--- config.mk ---
export PLATFORM = sky130hd
export DESIGN_NAME = recurrence_next_occurrence_core_flat
export DESIGN_NICKNAME = d
export VERILOG_FILES = /design/src/rtl/core/rno_pkg.sv /design/src/rtl/core/rno_stream_if.sv /design/src/rtl/core/rno_cfg.sv /design/src/rtl/core/rno_ctrl.sv /design/src/rtl/core/rno_dp.sv /design/src/rtl/core/recurrence_next_occurrence_core.sv /design/src/flat_wrapper.sv
export SDC_FILE = /design/constraint.sdc
export NUM_CORES = 1
export LEC_CHECK = 0
export BUFFER_PORTS_ARGS = -buffer_cell sky130_fd_sc_hd__buf_2
export CAP_MARGIN = 40
export CELL_PAD_IN_SITES_DETAIL_PLACEMENT = 0
export CELL_PAD_IN_SITES_GLOBAL_PLACEMENT = 1
export CORE_AREA = 8 8 45 47
export DETAILED_ROUTE_END_ITERATION = 16
export DIE_AREA = 0 0 53 55
export PLACE_DENSITY_LB_ADDON = 0.3
export SETUP_SLACK_MARGIN = 0.02
export SLEW_MARGIN = 20
export SYNTH_ARGS = -nofsm -noshare
export SYNTH_HDL_FRONTEND = slang
export SYNTH_SLANG_ARGS = --single-unit
--- constraint.sdc ---
create_clock -name clk_i -period 1.82 [get_ports clk_i]
set_clock_uncertainty 0.05 [all_clocks]
set_input_delay 0.182 -clock clk_i [delete_from_list [all_inputs] [get_ports clk_i]]
set_output_delay 0.182 -clock clk_i [all_outputs]
set_load 0.005 [all_outputs]
--- src/rtl/core/rno_pkg.sv ---
`timescale 1ns / 1ps
// ----------------------------------------------------------------------------
// rno_pkg
// Shared types, codes and calendar helpers for the next-occurrence core.
// ----------------------------------------------------------------------------
package rno_pkg;

  localparam int DATE_W   = 23;
  localparam int YEAR_W   = 14;
  localparam int MONTH_W  = 4;
  localparam int DAY_W    = 5;
  localparam int MINUTE_W = 11;
  localparam int AFTER_W  = 12;
  localparam int RULE_W   = 3;
  localparam int CFG_IDX_W = 3;
  localparam int YY_W     = 15;  // year + 400, with January/February shift
  localparam int Q100_W   = 8;
  localparam int SUM_W    = 15;
  localparam int Q7_W     = 12;
  localparam int MUL_W    = 15;

  localparam logic [YEAR_W-1:0] YEAR_MAX = 14'h3FFF;

  // reciprocal constants: x/100 = (x*5243)>>19, x/7 = (x*18725)>>17 (x < 2^15)
  localparam logic [MUL_W-1:0] DIV100_MUL = 15'd5243;
  localparam logic [MUL_W-1:0] DIV7_MUL   = 15'd18725;

  // rule codes
  localparam logic [RULE_W-1:0] RULE_NONE    = 3'd0;
  localparam logic [RULE_W-1:0] RULE_DAILY   = 3'd1;
  localparam logic [RULE_W-1:0] RULE_WEEKLY  = 3'd2;
  localparam logic [RULE_W-1:0] RULE_MDAY    = 3'd3;
  localparam logic [RULE_W-1:0] RULE_NTH     = 3'd4;
  localparam logic [RULE_W-1:0] RULE_YEARLY  = 3'd5;

  // register indexes
  localparam logic [CFG_IDX_W-1:0] REG_RULE_TYPE      = 3'd0;
  localparam logic [CFG_IDX_W-1:0] REG_WEEKDAY_MASK   = 3'd1;
  localparam logic [CFG_IDX_W-1:0] REG_DAY_OF_MONTH   = 3'd2;
  localparam logic [CFG_IDX_W-1:0] REG_NTH_WEEK       = 3'd3;
  localparam logic [CFG_IDX_W-1:0] REG_TARGET_WEEKDAY = 3'd4;
  localparam logic [CFG_IDX_W-1:0] REG_TARGET_MONTH   = 3'd5;
  localparam logic [CFG_IDX_W-1:0] REG_BASE_DATE      = 3'd6;
  localparam logic [CFG_IDX_W-1:0] REG_ANCHOR_MINUTE  = 3'd7;

  // command codes
  localparam logic CMD_TEST = 1'b0;
  localparam logic CMD_NEXT = 1'b1;

  // datapath operations
  localparam int OP_W = 3;
  localparam logic [OP_W-1:0] OP_NOP   = 3'd0;
  localparam logic [OP_W-1:0] OP_LOAD  = 3'd1;
  localparam logic [OP_W-1:0] OP_DIVY  = 3'd2;
  localparam logic [OP_W-1:0] OP_DIVYY = 3'd3;
  localparam logic [OP_W-1:0] OP_SUM   = 3'd4;
  localparam logic [OP_W-1:0] OP_DIV7  = 3'd5;
  localparam logic [OP_W-1:0] OP_REM   = 3'd6;
  localparam logic [OP_W-1:0] OP_STEP  = 3'd7;

  typedef struct packed {
    logic                       command;
    logic [DATE_W-1:0]          query_date;
    logic                       has_after;
    logic signed [AFTER_W-1:0]  after_minute;
  } in_item_t;

  typedef struct packed {
    logic                found;
    logic [DATE_W-1:0]   result_date;
    logic [MINUTE_W-1:0] result_minute;
  } out_item_t;

  typedef struct packed {
    logic [CFG_IDX_W-1:0] index;
    logic [DATE_W-1:0]    value;
  } cfg_wr_t;

  typedef struct packed {
    logic [RULE_W-1:0]   rule_type;
    logic [6:0]          weekday_mask;
    logic [DAY_W-1:0]    day_of_month;
    logic [2:0]          nth_week;
    logic [2:0]          target_weekday;
    logic [MONTH_W-1:0]  target_month;
    logic [DATE_W-1:0]   base_date;
    logic [MINUTE_W-1:0] anchor_minute;
  } cfg_t;

  typedef struct packed {
    logic [OP_W-1:0] op;
    logic            sel_start;    // LOAD: query/start date instead of anchor
    logic            save_anchor;  // REM: keep weekday and validity of anchor
    logic            capture;      // latch the input word
    logic            finish;       // write the output register
    logic            found;
  } dp_cmd_t;

  typedef struct packed {
    logic command;
    logic date_ok;
    logic hit;
    logic last;
    logic out_free;
  } dp_stat_t;

  // month offsets of the weekday formula
  function automatic logic [2:0] sak_offset(input logic [MONTH_W-1:0] m);
    logic [2:0] r;
    case (m)
      4'd1:    r = 3'd0;
      4'd2:    r = 3'd3;
      4'd3:    r = 3'd2;
      4'd4:    r = 3'd5;
      4'd5:    r = 3'd0;
      4'd6:    r = 3'd3;
      4'd7:    r = 3'd5;
      4'd8:    r = 3'd1;
      4'd9:    r = 3'd4;
      4'd10:   r = 3'd6;
      4'd11:   r = 3'd2;
      4'd12:   r = 3'd4;
      default: r = 3'd0;
    endcase
    return r;
  endfunction

  function automatic logic [DAY_W-1:0] month_days(input logic [MONTH_W-1:0] m,
                                                  input logic leap);
    logic [DAY_W-1:0] r;
    case (m)
      4'd2:                         r = leap ? 5'd29 : 5'd28;
      4'd4, 4'd6, 4'd9, 4'd11:      r = 5'd30;
      default:                      r = 5'd31;
    endcase
    return r;
  endfunction

  // (d-1)/7 + 1 for d in 1..31
  function automatic logic [2:0] week_of_day(input logic [DAY_W-1:0] d);
    logic [2:0] r;
    if (d <= 5'd7) begin
      r = 3'd1;
    end else if (d <= 5'd14) begin
      r = 3'd2;
    end else if (d <= 5'd21) begin
      r = 3'd3;
    end else if (d <= 5'd28) begin
      r = 3'd4;
    end else begin
      r = 3'd5;
    end
    return r;
  endfunction

endpackage

--- src/rtl/core/rno_stream_if.sv ---
`timescale 1ns / 1ps
// ----------------------------------------------------------------------------
// rno_stream_if
// Valid/ready channel carrying one word of type T.
// ----------------------------------------------------------------------------
interface rno_stream_if #(
  parameter type T = logic
) ();
  logic valid;
  logic ready;
  T     data;

  modport source (output valid, output data, input ready);
  modport sink   (input valid, input data, output ready);
endinterface

--- src/rtl/core/rno_cfg.sv ---
`timescale 1ns / 1ps
// ----------------------------------------------------------------------------
// rno_cfg
// Rule configuration registers, written through the config channel.
// ----------------------------------------------------------------------------
module rno_cfg (
  input  logic                 clk_i,
  input  logic                 rst_ni,
  input  logic                 wr_valid_i,
  output logic                 wr_ready_o,
  input  rno_pkg::cfg_wr_t     wr_i,
  output rno_pkg::cfg_t        cfg_o
);
  import rno_pkg::*;

  cfg_t cfg_q, cfg_d;

  assign wr_ready_o = 1'b1;

  always_comb begin
    cfg_d = cfg_q;
    if (wr_valid_i) begin
      case (wr_i.index)
        REG_RULE_TYPE:      cfg_d.rule_type      = wr_i.value[RULE_W-1:0];
        REG_WEEKDAY_MASK:   cfg_d.weekday_mask   = wr_i.value[6:0];
        REG_DAY_OF_MONTH:   cfg_d.day_of_month   = wr_i.value[DAY_W-1:0];
        REG_NTH_WEEK:       cfg_d.nth_week       = wr_i.value[2:0];
        REG_TARGET_WEEKDAY: cfg_d.target_weekday = wr_i.value[2:0];
        REG_TARGET_MONTH:   cfg_d.target_month   = wr_i.value[MONTH_W-1:0];
        REG_BASE_DATE:      cfg_d.base_date      = wr_i.value[DATE_W-1:0];
        REG_ANCHOR_MINUTE:  cfg_d.anchor_minute  = wr_i.value[MINUTE_W-1:0];
        default:            cfg_d = cfg_q;
      endcase
    end
  end

  always_ff @(posedge clk_i or negedge rst_ni) begin
    if (!rst_ni) begin
      cfg_q.rule_type      <= RULE_NONE;
      cfg_q.weekday_mask   <= '0;
      cfg_q.day_of_month   <= 5'd1;
      cfg_q.nth_week       <= 3'd1;
      cfg_q.target_weekday <= '0;
      cfg_q.target_month   <= 4'd1;
      cfg_q.base_date      <= '0;
      cfg_q.anchor_minute  <= '0;
    end else begin
      cfg_q <= cfg_d;
    end
  end

  assign cfg_o = cfg_q;

endmodule

--- src/rtl/core/rno_ctrl.sv ---
`timescale 1ns / 1ps
// ----------------------------------------------------------------------------
// rno_ctrl
// Sequencer: weekday setup for anchor and start date, day walk, result hand-off.
// ----------------------------------------------------------------------------
module rno_ctrl (
  input  logic                 clk_i,
  input  logic                 rst_ni,
  input  logic                 in_valid_i,
  output logic                 in_ready_o,
  input  rno_pkg::dp_stat_t    stat_i,
  output rno_pkg::dp_cmd_t     cmd_o
);
  import rno_pkg::*;

  localparam int ST_W = 4;
  localparam logic [ST_W-1:0] ST_IDLE  = 4'd0;
  localparam logic [ST_W-1:0] ST_LOAD  = 4'd1;
  localparam logic [ST_W-1:0] ST_DIVY  = 4'd2;
  localparam logic [ST_W-1:0] ST_DIVYY = 4'd3;
  localparam logic [ST_W-1:0] ST_SUM   = 4'd4;
  localparam logic [ST_W-1:0] ST_DIV7  = 4'd5;
  localparam logic [ST_W-1:0] ST_REM   = 4'd6;
  localparam logic [ST_W-1:0] ST_WALK  = 4'd7;
  localparam logic [ST_W-1:0] ST_DONE  = 4'd8;

  logic [ST_W-1:0] state_q, state_d;
  logic            pass_q, pass_d;   // 0: anchor date, 1: start date
  logic            found_q, found_d;

  always_comb begin
    state_d    = state_q;
    pass_d     = pass_q;
    found_d    = found_q;
    in_ready_o = 1'b0;
    cmd_o      = '0;
    cmd_o.op   = OP_NOP;
    case (state_q)
      ST_IDLE: begin
        in_ready_o = 1'b1;
        if (in_valid_i) begin
          cmd_o.capture = 1'b1;
          pass_d        = 1'b0;
          state_d       = ST_LOAD;
        end
      end
      ST_LOAD: begin
        cmd_o.op        = OP_LOAD;
        cmd_o.sel_start = pass_q;
        state_d         = ST_DIVY;
      end
      ST_DIVY: begin
        cmd_o.op = OP_DIVY;
        state_d  = ST_DIVYY;
      end
      ST_DIVYY: begin
        cmd_o.op = OP_DIVYY;
        state_d  = ST_SUM;
      end
      ST_SUM: begin
        cmd_o.op = OP_SUM;
        state_d  = ST_DIV7;
      end
      ST_DIV7: begin
        cmd_o.op = OP_DIV7;
        state_d  = ST_REM;
      end
      ST_REM: begin
        cmd_o.op          = OP_REM;
        cmd_o.save_anchor = !pass_q;
        if (!pass_q) begin
          pass_d  = 1'b1;
          state_d = ST_LOAD;
        end else begin
          state_d = ST_WALK;
        end
      end
      ST_WALK: begin
        if (!stat_i.date_ok) begin
          found_d = 1'b0;
          state_d = ST_DONE;
        end else if (stat_i.hit) begin
          found_d = 1'b1;
          state_d = ST_DONE;
        end else if (stat_i.command == CMD_TEST || stat_i.last) begin
          found_d = 1'b0;
          state_d = ST_DONE;
        end else begin
          cmd_o.op = OP_STEP;
        end
      end
      ST_DONE: begin
        if (stat_i.out_free) begin
          cmd_o.finish = 1'b1;
          cmd_o.found  = found_q;
          state_d      = ST_IDLE;
        end
      end
      default: begin
        state_d = ST_IDLE;
      end
    endcase
  end

  always_ff @(posedge clk_i or negedge rst_ni) begin
    if (!rst_ni) begin
      state_q <= ST_IDLE;
      pass_q  <= 1'b0;
      found_q <= 1'b0;
    end else begin
      state_q <= state_d;
      pass_q  <= pass_d;
      found_q <= found_d;
    end
  end

  a_accept_starts_anchor: assert property (@(posedge clk_i) disable iff (!rst_ni)
    (in_valid_i && in_ready_o) |=> (state_q == ST_LOAD && !pass_q))
    else $error("accepted word did not start the anchor pass");

  a_anchor_then_start: assert property (@(posedge clk_i) disable iff (!rst_ni)
    (state_q == ST_REM && !pass_q) |=> (state_q == ST_LOAD && pass_q))
    else $error("start-date pass did not follow the anchor pass");

  a_done_holds: assert property (@(posedge clk_i) disable iff (!rst_ni)
    (state_q == ST_DONE && !stat_i.out_free) |=> (state_q == ST_DONE && $stable(found_q)))
    else $error("result lost while output stalled");

endmodule

--- src/rtl/core/rno_dp.sv ---
`timescale 1ns / 1ps
// ----------------------------------------------------------------------------
// rno_dp
// Calendar datapath: weekday via shared reciprocal multiplier, day counter
// with year-mod counters, rule match and output register.
// ----------------------------------------------------------------------------
module rno_dp #(
  parameter int HORIZON_DAYS        = 750,
  parameter int YEARLY_HORIZON_DAYS = 1500
) (
  input  logic                 clk_i,
  input  logic                 rst_ni,
  input  rno_pkg::dp_cmd_t     cmd_i,
  output rno_pkg::dp_stat_t    stat_o,
  input  rno_pkg::cfg_t        cfg_i,
  input  rno_pkg::in_item_t    in_item_i,
  input  logic                 out_ready_i,
  output logic                 out_valid_o,
  output rno_pkg::out_item_t   out_item_o
);
  import rno_pkg::*;

  localparam int MAX_H = (HORIZON_DAYS > YEARLY_HORIZON_DAYS) ?
                         HORIZON_DAYS : YEARLY_HORIZON_DAYS;
  localparam int CNT_W = $clog2(MAX_H + 1);
  localparam logic [CNT_W-1:0] LAST_STD = CNT_W'(HORIZON_DAYS - 1);
  localparam logic [CNT_W-1:0] LAST_YR  = CNT_W'(YEARLY_HORIZON_DAYS - 1);

  // latched input word
  logic                       command_q;
  logic [DATE_W-1:0]          query_q;
  logic                       has_after_q;
  logic signed [AFTER_W-1:0]  after_min_q;

  // walking date and helpers
  logic [YEAR_W-1:0]  cur_y_q;
  logic [MONTH_W-1:0] cur_m_q;
  logic [DAY_W-1:0]   cur_d_q;
  logic [YY_W-1:0]    yy_q;
  logic [Q100_W-1:0]  q100_q, qyy100_q;
  logic [1:0]         mod4_q;
  logic [6:0]         mod100_q;
  logic [8:0]         mod400_q;
  logic [SUM_W-1:0]   sum_q;
  logic [Q7_W-1:0]    q7_q;
  logic [2:0]         wd_q;
  logic [2:0]         anchor_wd_q;
  logic               anchor_ok_q;
  logic [CNT_W-1:0]   cnt_q;

  // output register
  logic                out_valid_q;
  logic                found_q;
  logic [DATE_W-1:0]   date_q;
  logic [MINUTE_W-1:0] minute_q;

  // shared multiplier
  logic [MUL_W-1:0]   mul_a, mul_b;
  logic [2*MUL_W-1:0] prod;

  always_comb begin
    case (cmd_i.op)
      OP_DIVY:  begin mul_a = {1'b0, cur_y_q}; mul_b = DIV100_MUL; end
      OP_DIVYY: begin mul_a = yy_q;            mul_b = DIV100_MUL; end
      OP_DIV7:  begin mul_a = sum_q;           mul_b = DIV7_MUL;   end
      default:  begin mul_a = '0;              mul_b = '0;         end
    endcase
  end
  assign prod = (2*MUL_W)'(mul_a) * (2*MUL_W)'(mul_b);

  // date source for LOAD
  logic [DATE_W-1:0] start_date, src_date;
  logic [YEAR_W-1:0] src_y;
  logic [MONTH_W-1:0] src_m;
  logic [DAY_W-1:0]  src_d;
  assign start_date = (has_after_q && query_q > cfg_i.base_date) ? query_q
                                                                 : cfg_i.base_date;
  assign src_date = !cmd_i.sel_start     ? cfg_i.base_date :
                    (command_q == CMD_TEST) ? query_q : start_date;
  assign src_y = src_date[DATE_W-1:MONTH_W+DAY_W];
  assign src_m = src_date[MONTH_W+DAY_W-1:DAY_W];
  assign src_d = src_date[DAY_W-1:0];

  // calendar state of the current date
  logic               leap;
  logic [DAY_W-1:0]   mdays;
  logic               date_ok;
  logic               month_end, year_end;
  logic [DATE_W-1:0]  cur_date;
  assign leap      = (mod4_q == 2'd0 && mod100_q != 7'd0) || mod400_q == 9'd0;
  assign mdays     = month_days(cur_m_q, leap);
  assign date_ok   = cur_m_q >= 4'd1 && cur_m_q <= 4'd12 && cur_d_q >= 5'd1 &&
                     cur_d_q <= mdays;
  assign month_end = cur_d_q >= mdays;
  assign year_end  = month_end && cur_m_q == 4'd12;
  assign cur_date  = {cur_y_q, cur_m_q, cur_d_q};

  // intermediate arithmetic
  logic [YEAR_W-1:0] mod100_full, mod400_full;
  logic [SUM_W:0]    sum_full;
  logic [SUM_W-1:0]  rem_full;
  assign mod100_full = cur_y_q - YEAR_W'(q100_q) * 14'd100;
  assign mod400_full = cur_y_q - YEAR_W'(q100_q[Q100_W-1:2]) * 14'd400;
  assign sum_full = {1'b0, yy_q} + (SUM_W+1)'(yy_q[YY_W-1:2]) - (SUM_W+1)'(qyy100_q)
                  + (SUM_W+1)'(qyy100_q[Q100_W-1:2]) + (SUM_W+1)'(sak_offset(cur_m_q))
                  + (SUM_W+1)'(cur_d_q);
  assign rem_full = sum_q - SUM_W'(q7_q) * 15'd7;

  // rule match
  logic [6:0] eff_mask;
  logic       match;
  always_comb begin
    if (cfg_i.weekday_mask != 7'd0) begin
      eff_mask = cfg_i.weekday_mask;
    end else if (anchor_ok_q) begin
      eff_mask = 7'd1 << anchor_wd_q;
    end else begin
      eff_mask = 7'd0;
    end
    case (cfg_i.rule_type)
      RULE_DAILY:  match = 1'b1;
      RULE_WEEKLY: match = eff_mask[wd_q];
      RULE_MDAY:   match = cur_d_q == cfg_i.day_of_month;
      RULE_NTH:    match = wd_q == cfg_i.target_weekday &&
                           week_of_day(cur_d_q) == cfg_i.nth_week;
      RULE_YEARLY: match = cur_m_q == cfg_i.target_month &&
                           cur_d_q == cfg_i.day_of_month;
      default:     match = 1'b0;
    endcase
  end

  logic after_ok, hit, last;
  assign after_ok = !has_after_q || cur_date > query_q ||
                    (cur_date == query_q &&
                     $signed({1'b0, cfg_i.anchor_minute}) > after_min_q);
  assign hit  = (command_q == CMD_TEST) ? (query_q >= cfg_i.base_date && match)
                                        : (after_ok && match);
  assign last = (cnt_q == ((cfg_i.rule_type == RULE_YEARLY) ? LAST_YR : LAST_STD)) ||
                (year_end && cur_y_q == YEAR_MAX);

  assign stat_o.command  = command_q;
  assign stat_o.date_ok  = date_ok;
  assign stat_o.hit      = hit;
  assign stat_o.last     = last;
  assign stat_o.out_free = !out_valid_q || out_ready_i;

  // working registers
  always_ff @(posedge clk_i) begin
    if (cmd_i.capture) begin
      command_q   <= in_item_i.command;
      query_q     <= in_item_i.query_date;
      has_after_q <= in_item_i.has_after;
      after_min_q <= in_item_i.after_minute;
    end
    case (cmd_i.op)
      OP_LOAD: begin
        cur_y_q <= src_y;
        cur_m_q <= src_m;
        cur_d_q <= src_d;
        yy_q    <= {1'b0, src_y} + 15'd400 - YY_W'(src_m < 4'd3);
        cnt_q   <= '0;
      end
      OP_DIVY: begin
        q100_q <= prod[26:19];
      end
      OP_DIVYY: begin
        qyy100_q <= prod[26:19];
        mod4_q   <= cur_y_q[1:0];
        mod100_q <= mod100_full[6:0];
        mod400_q <= mod400_full[8:0];
      end
      OP_SUM: begin
        sum_q <= sum_full[SUM_W-1:0];
      end
      OP_DIV7: begin
        q7_q <= prod[28:17];
      end
      OP_REM: begin
        wd_q <= rem_full[2:0];
        if (cmd_i.save_anchor) begin
          anchor_wd_q <= rem_full[2:0];
          anchor_ok_q <= date_ok;
        end
      end
      OP_STEP: begin
        cnt_q <= cnt_q + 1'b1;
        wd_q  <= (wd_q == 3'd6) ? 3'd0 : wd_q + 3'd1;
        if (month_end) begin
          cur_d_q <= 5'd1;
          if (cur_m_q == 4'd12) begin
            cur_m_q  <= 4'd1;
            cur_y_q  <= cur_y_q + 1'b1;
            mod4_q   <= mod4_q + 2'd1;
            mod100_q <= (mod100_q == 7'd99)  ? 7'd0 : mod100_q + 7'd1;
            mod400_q <= (mod400_q == 9'd399) ? 9'd0 : mod400_q + 9'd1;
          end else begin
            cur_m_q <= cur_m_q + 4'd1;
          end
        end else begin
          cur_d_q <= cur_d_q + 5'd1;
        end
      end
      default: begin
      end
    endcase
    if (cmd_i.finish) begin
      found_q  <= cmd_i.found;
      date_q   <= cmd_i.found ? cur_date : '0;
      minute_q <= cmd_i.found ? cfg_i.anchor_minute : '0;
    end
  end

  always_ff @(posedge clk_i or negedge rst_ni) begin
    if (!rst_ni) begin
      out_valid_q <= 1'b0;
    end else if (cmd_i.finish) begin
      out_valid_q <= 1'b1;
    end else if (out_ready_i) begin
      out_valid_q <= 1'b0;
    end
  end

  assign out_valid_o              = out_valid_q;
  assign out_item_o.found         = found_q;
  assign out_item_o.result_date   = date_q;
  assign out_item_o.result_minute = minute_q;

  a_finish_needs_slot: assert property (@(posedge clk_i) disable iff (!rst_ni)
    cmd_i.finish |-> (!out_valid_q || out_ready_i))
    else $error("output register overwritten while occupied");

  a_step_not_last: assert property (@(posedge clk_i) disable iff (!rst_ni)
    (cmd_i.op == OP_STEP) |-> !last)
    else $error("walk stepped past horizon or calendar end");

  a_weekday_range: assert property (@(posedge clk_i) disable iff (!rst_ni)
    (cmd_i.op == OP_REM) |=> (wd_q != 3'd7))
    else $error("weekday remainder out of range");

  a_not_found_zero: assert property (@(posedge clk_i) disable iff (!rst_ni)
    (out_valid_q && !found_q) |-> (date_q == '0 && minute_q == '0))
    else $error("not-found result carries nonzero fields");

endmodule

--- src/rtl/core/recurrence_next_occurrence_core.sv ---
`timescale 1ns / 1ps
// ----------------------------------------------------------------------------
// recurrence_next_occurrence_core
// Recurrence rule match test and next-occurrence search over the Gregorian
// calendar, one day examined per cycle.
// ----------------------------------------------------------------------------
//
//  Channel    Dir  Word                                          Ready
//  ---------  ---  --------------------------------------------  -----------------
//  in_chan    in   command, query_date, has_after, after_minute  high when idle
//  out_chan   out  found, result_date, result_minute             from consumer
//  cfg_chan   in   index (3b), value (23b)                       always high
//
//  An item examines k days from accept to result valid: 1 for a test, up to
//  HORIZON_DAYS (YEARLY_HORIZON_DAYS for yearly rules) for a search; the day
//  walk (one calendar step per cycle) examines them. Before the walk, the setup
//  steps LOAD, DIVY, DIVYY, SUM, DIV7 and REM, run for the anchor and then for
//  the start date, compute both weekdays through one shared 15x15 reciprocal multiplier.
//  Reset clears the rule registers to their defaults and empties the output.
//  A stalled output holds its word; the next input word is still taken while
//  it waits, and its result waits in turn until the output register frees.
//
module recurrence_next_occurrence_core #(
  parameter int HORIZON_DAYS        = 750,
  parameter int YEARLY_HORIZON_DAYS = 1500
) (
  input  logic         clk_i,
  input  logic         rst_ni,
  rno_stream_if.sink   in_chan,
  rno_stream_if.source out_chan,
  rno_stream_if.sink   cfg_chan
);
  import rno_pkg::*;

  cfg_t     cfg;
  dp_cmd_t  dp_cmd;
  dp_stat_t dp_stat;
  in_item_t in_item;
  out_item_t out_item;
  cfg_wr_t  cfg_wr;

  assign in_item = in_chan.data;
  assign cfg_wr  = cfg_chan.data;

  // rule registers
  rno_cfg u_cfg (
    .clk_i      (clk_i),
    .rst_ni     (rst_ni),
    .wr_valid_i (cfg_chan.valid),
    .wr_ready_o (cfg_chan.ready),
    .wr_i       (cfg_wr),
    .cfg_o      (cfg)
  );

  // sequencer: setup passes, walk, result hand-off
  rno_ctrl u_ctrl (
    .clk_i      (clk_i),
    .rst_ni     (rst_ni),
    .in_valid_i (in_chan.valid),
    .in_ready_o (in_chan.ready),
    .stat_i     (dp_stat),
    .cmd_o      (dp_cmd)
  );

  // calendar arithmetic, rule match and output register
  rno_dp #(
    .HORIZON_DAYS        (HORIZON_DAYS),
    .YEARLY_HORIZON_DAYS (YEARLY_HORIZON_DAYS)
  ) u_dp (
    .clk_i       (clk_i),
    .rst_ni      (rst_ni),
    .cmd_i       (dp_cmd),
    .stat_o      (dp_stat),
    .cfg_i       (cfg),
    .in_item_i   (in_item),
    .out_ready_i (out_chan.ready),
    .out_valid_o (out_chan.valid),
    .out_item_o  (out_item)
  );

  assign out_chan.data = out_item;

endmodule
--- src/flat_wrapper.sv ---
// flat-port wrapper written by rule: the top's interface ports become plain ports
module recurrence_next_occurrence_core_flat import rno_pkg::*;
#(
  parameter int HORIZON_DAYS        = 750,
  parameter int YEARLY_HORIZON_DAYS = 1500
)
  (clk_i, rst_ni, in_chan_valid, in_chan_data, in_chan_ready, out_chan_valid, out_chan_data, out_chan_ready, cfg_chan_valid, cfg_chan_data, cfg_chan_ready);
  rno_stream_if in_chan_i ();
  rno_stream_if out_chan_i ();
  rno_stream_if cfg_chan_i ();
  input  logic clk_i;
  input  logic rst_ni;
  input wire logic [$bits(in_chan_i.valid)-1:0] in_chan_valid;
  input wire logic [$bits(in_chan_i.data)-1:0] in_chan_data;
  output wire logic [$bits(in_chan_i.ready)-1:0] in_chan_ready;
  output wire logic [$bits(out_chan_i.valid)-1:0] out_chan_valid;
  output wire logic [$bits(out_chan_i.data)-1:0] out_chan_data;
  input wire logic [$bits(out_chan_i.ready)-1:0] out_chan_ready;
  input wire logic [$bits(cfg_chan_i.valid)-1:0] cfg_chan_valid;
  input wire logic [$bits(cfg_chan_i.data)-1:0] cfg_chan_data;
  output wire logic [$bits(cfg_chan_i.ready)-1:0] cfg_chan_ready;
  assign in_chan_i.valid = in_chan_valid;
  assign in_chan_i.data = in_chan_data;
  assign in_chan_ready = in_chan_i.ready;
  assign out_chan_valid = out_chan_i.valid;
  assign out_chan_data = out_chan_i.data;
  assign out_chan_i.ready = out_chan_ready;
  assign cfg_chan_i.valid = cfg_chan_valid;
  assign cfg_chan_i.data = cfg_chan_data;
  assign cfg_chan_ready = cfg_chan_i.ready;
  recurrence_next_occurrence_core #(.HORIZON_DAYS(HORIZON_DAYS), .YEARLY_HORIZON_DAYS(YEARLY_HORIZON_DAYS)) u_core (.clk_i(clk_i), .rst_ni(rst_ni), .in_chan(in_chan_i), .out_chan(out_chan_i), .cfg_chan(cfg_chan_i));
endmodule
==> results.json <==
{
  "boundaryPins": 11,
  "dr.pass1.iters": 1,
  "synthMuxAreaShare_pct": 0,
  "synth-simple-area-share_pct": 25.0,
  "fmax_mhz": 731,
  "synth_compound_area_share_pct": 14.1,
  "drc_errors": 0,
  "synth_top_family_by_area": "simple AND/OR/NAND/NOR gates",
  "worst_path_largest_cell_delay_ns": 0.53,
  "num_antenna_cells": 0,
  "clk_pin_slew_ns": 0.04,
  "pwr_density_cell_nw_per_um2": 1540,
  "drive_gt1_share_pct": 24.3,
  "startpoint_type": "register",
  "final_area_um2": 357,
  "status": "finished, final reports clean",
  "avgSynthCellArea_um2": 9.70,
  "fillCellCount": 158,
  "rows": 14,
  "place_ws_ns": 0.457,
  "cp_max_fo": 10,
  "netlist.top_cell.by_area": "dfrtp_1",
  "rsz0062_at_grt": "false",
  "ys_async_sr_fraction_pct": 100,
  "nets": 46,
  "drv_slew": 0,
  "setup_violations": 0,
  "cts_tree": "done",
  "core_um2": 1380,
  "crit_buf_inv": 0,
  "drt-total-wl_um": 577,
  "cpMaxStageDelayCell": "or4b_1",
  "dp_hpwl_um": 436,
  "final_antenna_net_count": 0,
  "power.leakage_nw": 0.161,
  "syn_inst": 32,
  "final_cells": 53,
  "cp_cell_sequence": "or4b_1 -> a21oi_1 -> nor2_1",
  "timing.setup.tns_ns": 0,
  "routabilityCongestion": 0.680,
  "wire_per_inst_um": 10.9,
  "synth_common_cells": "dfrtp_1, a21oi_1, nand2b_1",
  "clock-sinks": 6,
  "grt_max_degree": 11,
  "ys_types": 17,
  "die-area_um2": 2920,
  "required_ns": 1.90,
  "synth.top_cells.by_area": "dfrtp_1, nand2b_1, a21oi_1",
  "syn2layout_area_growth_pct": 14.9,
  "grt_pass1_wl_um": 945,
  "vias": 227,
  "synthAdderAreaFrac_pct": 0,
  "criticalPathCategory": "reg -> reg",
  "yosys.area.top_type_share_pct": 48.4,
  "port_buffers": 5,
  "crit_family": "simple AND/OR/NAND/NOR gates",
  "irDropWorstVdd_uv": 477,
  "synth_edf_count": 0,
  "synth_nets": 39,
  "first_iter_violations": 0,
  "cts_buffers": 3,
  "groute.usage.overall_pct": 4.88,
  "finalWorstSetupSlack_ns": 0.452,
  "worstPathArrival_ns": 1.45,
  "ctsHtreeMaxLevel": 1,
  "clockBufferDepth": 2,
  "die_w_um": 53,
  "fin_crit_ns": 1.37,
  "hold_viol": 0,
  "synth-seq-cells": 6,
  "hold_path_class": "in -> reg",
  "netlist_area_um2": 310,
  "timing.final.crit_share_pct": 75.2,
  "cts-resized-gates": 0,
  "yosys_warnings": 0,
  "grt_pass1_vias": 219,
  "whs_ns": 0.113,
  "fp.dieH_um": 55,
  "initial_core_util_pct": 22.4,
  "drv_cap": 0,
  "post_drt_via_cell_ratio": 4.28,
  "clock_latency_ns": 0.24,
  "endpoint_kind": "register",
  "ys.flop_type": "dfrtp_1",
  "synth.most_common_cell": "dfrtp_1",
  "cts-root-buf": "clkbuf_4",
  "ys_seq_area_share_pct": 48.4,
  "synth_xor_area_share_pct": 0,
  "placedCellCount": 49,
  "post_dp_cell_area_um2": 324,
  "antenna_found_initial": 0,
  "grt.overflow.total": 0
}
-- path summary, 6_finish.rpt --
kind	startpoint	to	slack, ns	cells past startpoint
min in group asynchronous	rst_ni	u_core.u_ctrl.state_q[2]	0.24	2
max in group asynchronous	rst_ni	u_core.u_ctrl.state_q[0]	1.34	2
worst max register to register	u_core.u_ctrl.state_q[1]	u_core.u_ctrl.pass_q	0.45	3
worst max-delay path	u_core.u_ctrl.state_q[1]	u_core.u_ctrl.pass_q	0.45	3
worst min register to register	u_core.u_dp.out_valid_o	u_core.u_dp.out_valid_o	0.44	2
worst min-delay path	in_chan_valid	u_core.u_ctrl.state_q[0]	0.11	2
-- timing repair --
action	in CTS	in global routing
hold endpoints to repair	6	0
setup buffers	0	0
hold buffers	1	0
setup endpoints to repair	0	0
-- kinds of logic (layout without fill, tap and decap cells) --
family	Yosys count	count (layout)
and+or+nand+nor	13	13
other	2	2
DFF	6	6
buffers and inverters	4	9
AOI/OAI and AO/OA	7	7
-- final cells by class --
type | count | area (µm²) | area share, %
flip-flops and latches | 6 | 150 | 42.1
multi-input cells | 22 | 129 | 36.1
repair buffers | 6 | 35.0 | 9.82
clock buffers | 3 | 22.5 | 6.32
well taps | 16 | 20.0 | 5.61
-- cell usage in the layout, fill, tap and decap left out, drive strengths merged --
master and n:
nor3 1, nand4b 1, conb 2, dlygate4sd3 1, o31a 1, o21ai 1
nand3b 1, nor4 1, a311oi 1, buf 5, nand2b 4, a21oi 4
or4b 1, nor2 2, dfrtp 6, nand2 2, clkbuf 3
-- power breakdown --
group | switching (mW) | internal (mW) | total, mW
Combinational | 0.0634 | 0.0933 | 0.157
Clock | 0.0477 | 0.0746 | 0.122
Sequential | 0.0872 | 0.183 | 0.270
Total | 0.198 | 0.351 | 0.549
-- per-stage QoR --
| stage | utilization, % | total power, mW |
|---|---|---|
| floorplan | - | 0.408 |
| global placement | 23.4 | 0.428 |
| detailed placement | 23.4 | 0.432 |
| CTS | 25.8 | 0.560 |
| global route | 25.8 | 0.604 |
| finish | 25.8 | 0.549 |
-- sequential cells by signal (all words and copies together) (netlist names) --
name                     flops
u_core.u_ctrl.state_q        4
u_core.u_ctrl.pass_q         1
u_core.u_dp.out_valid_o      1
-- per-layer routing --
metal | track usage, % | share of wire [%] | vias to the layer above
li1 | - | - | 118
met1 | 5.07 | 47 | 97
met2 | 6.25 | 42 | 7
met3 | 2.41 | 5.9 | 5
met4 | 6.47 | 4.5 | 0
met5 | 0 | 0 | -
Power figures use the tool's default switching activity.
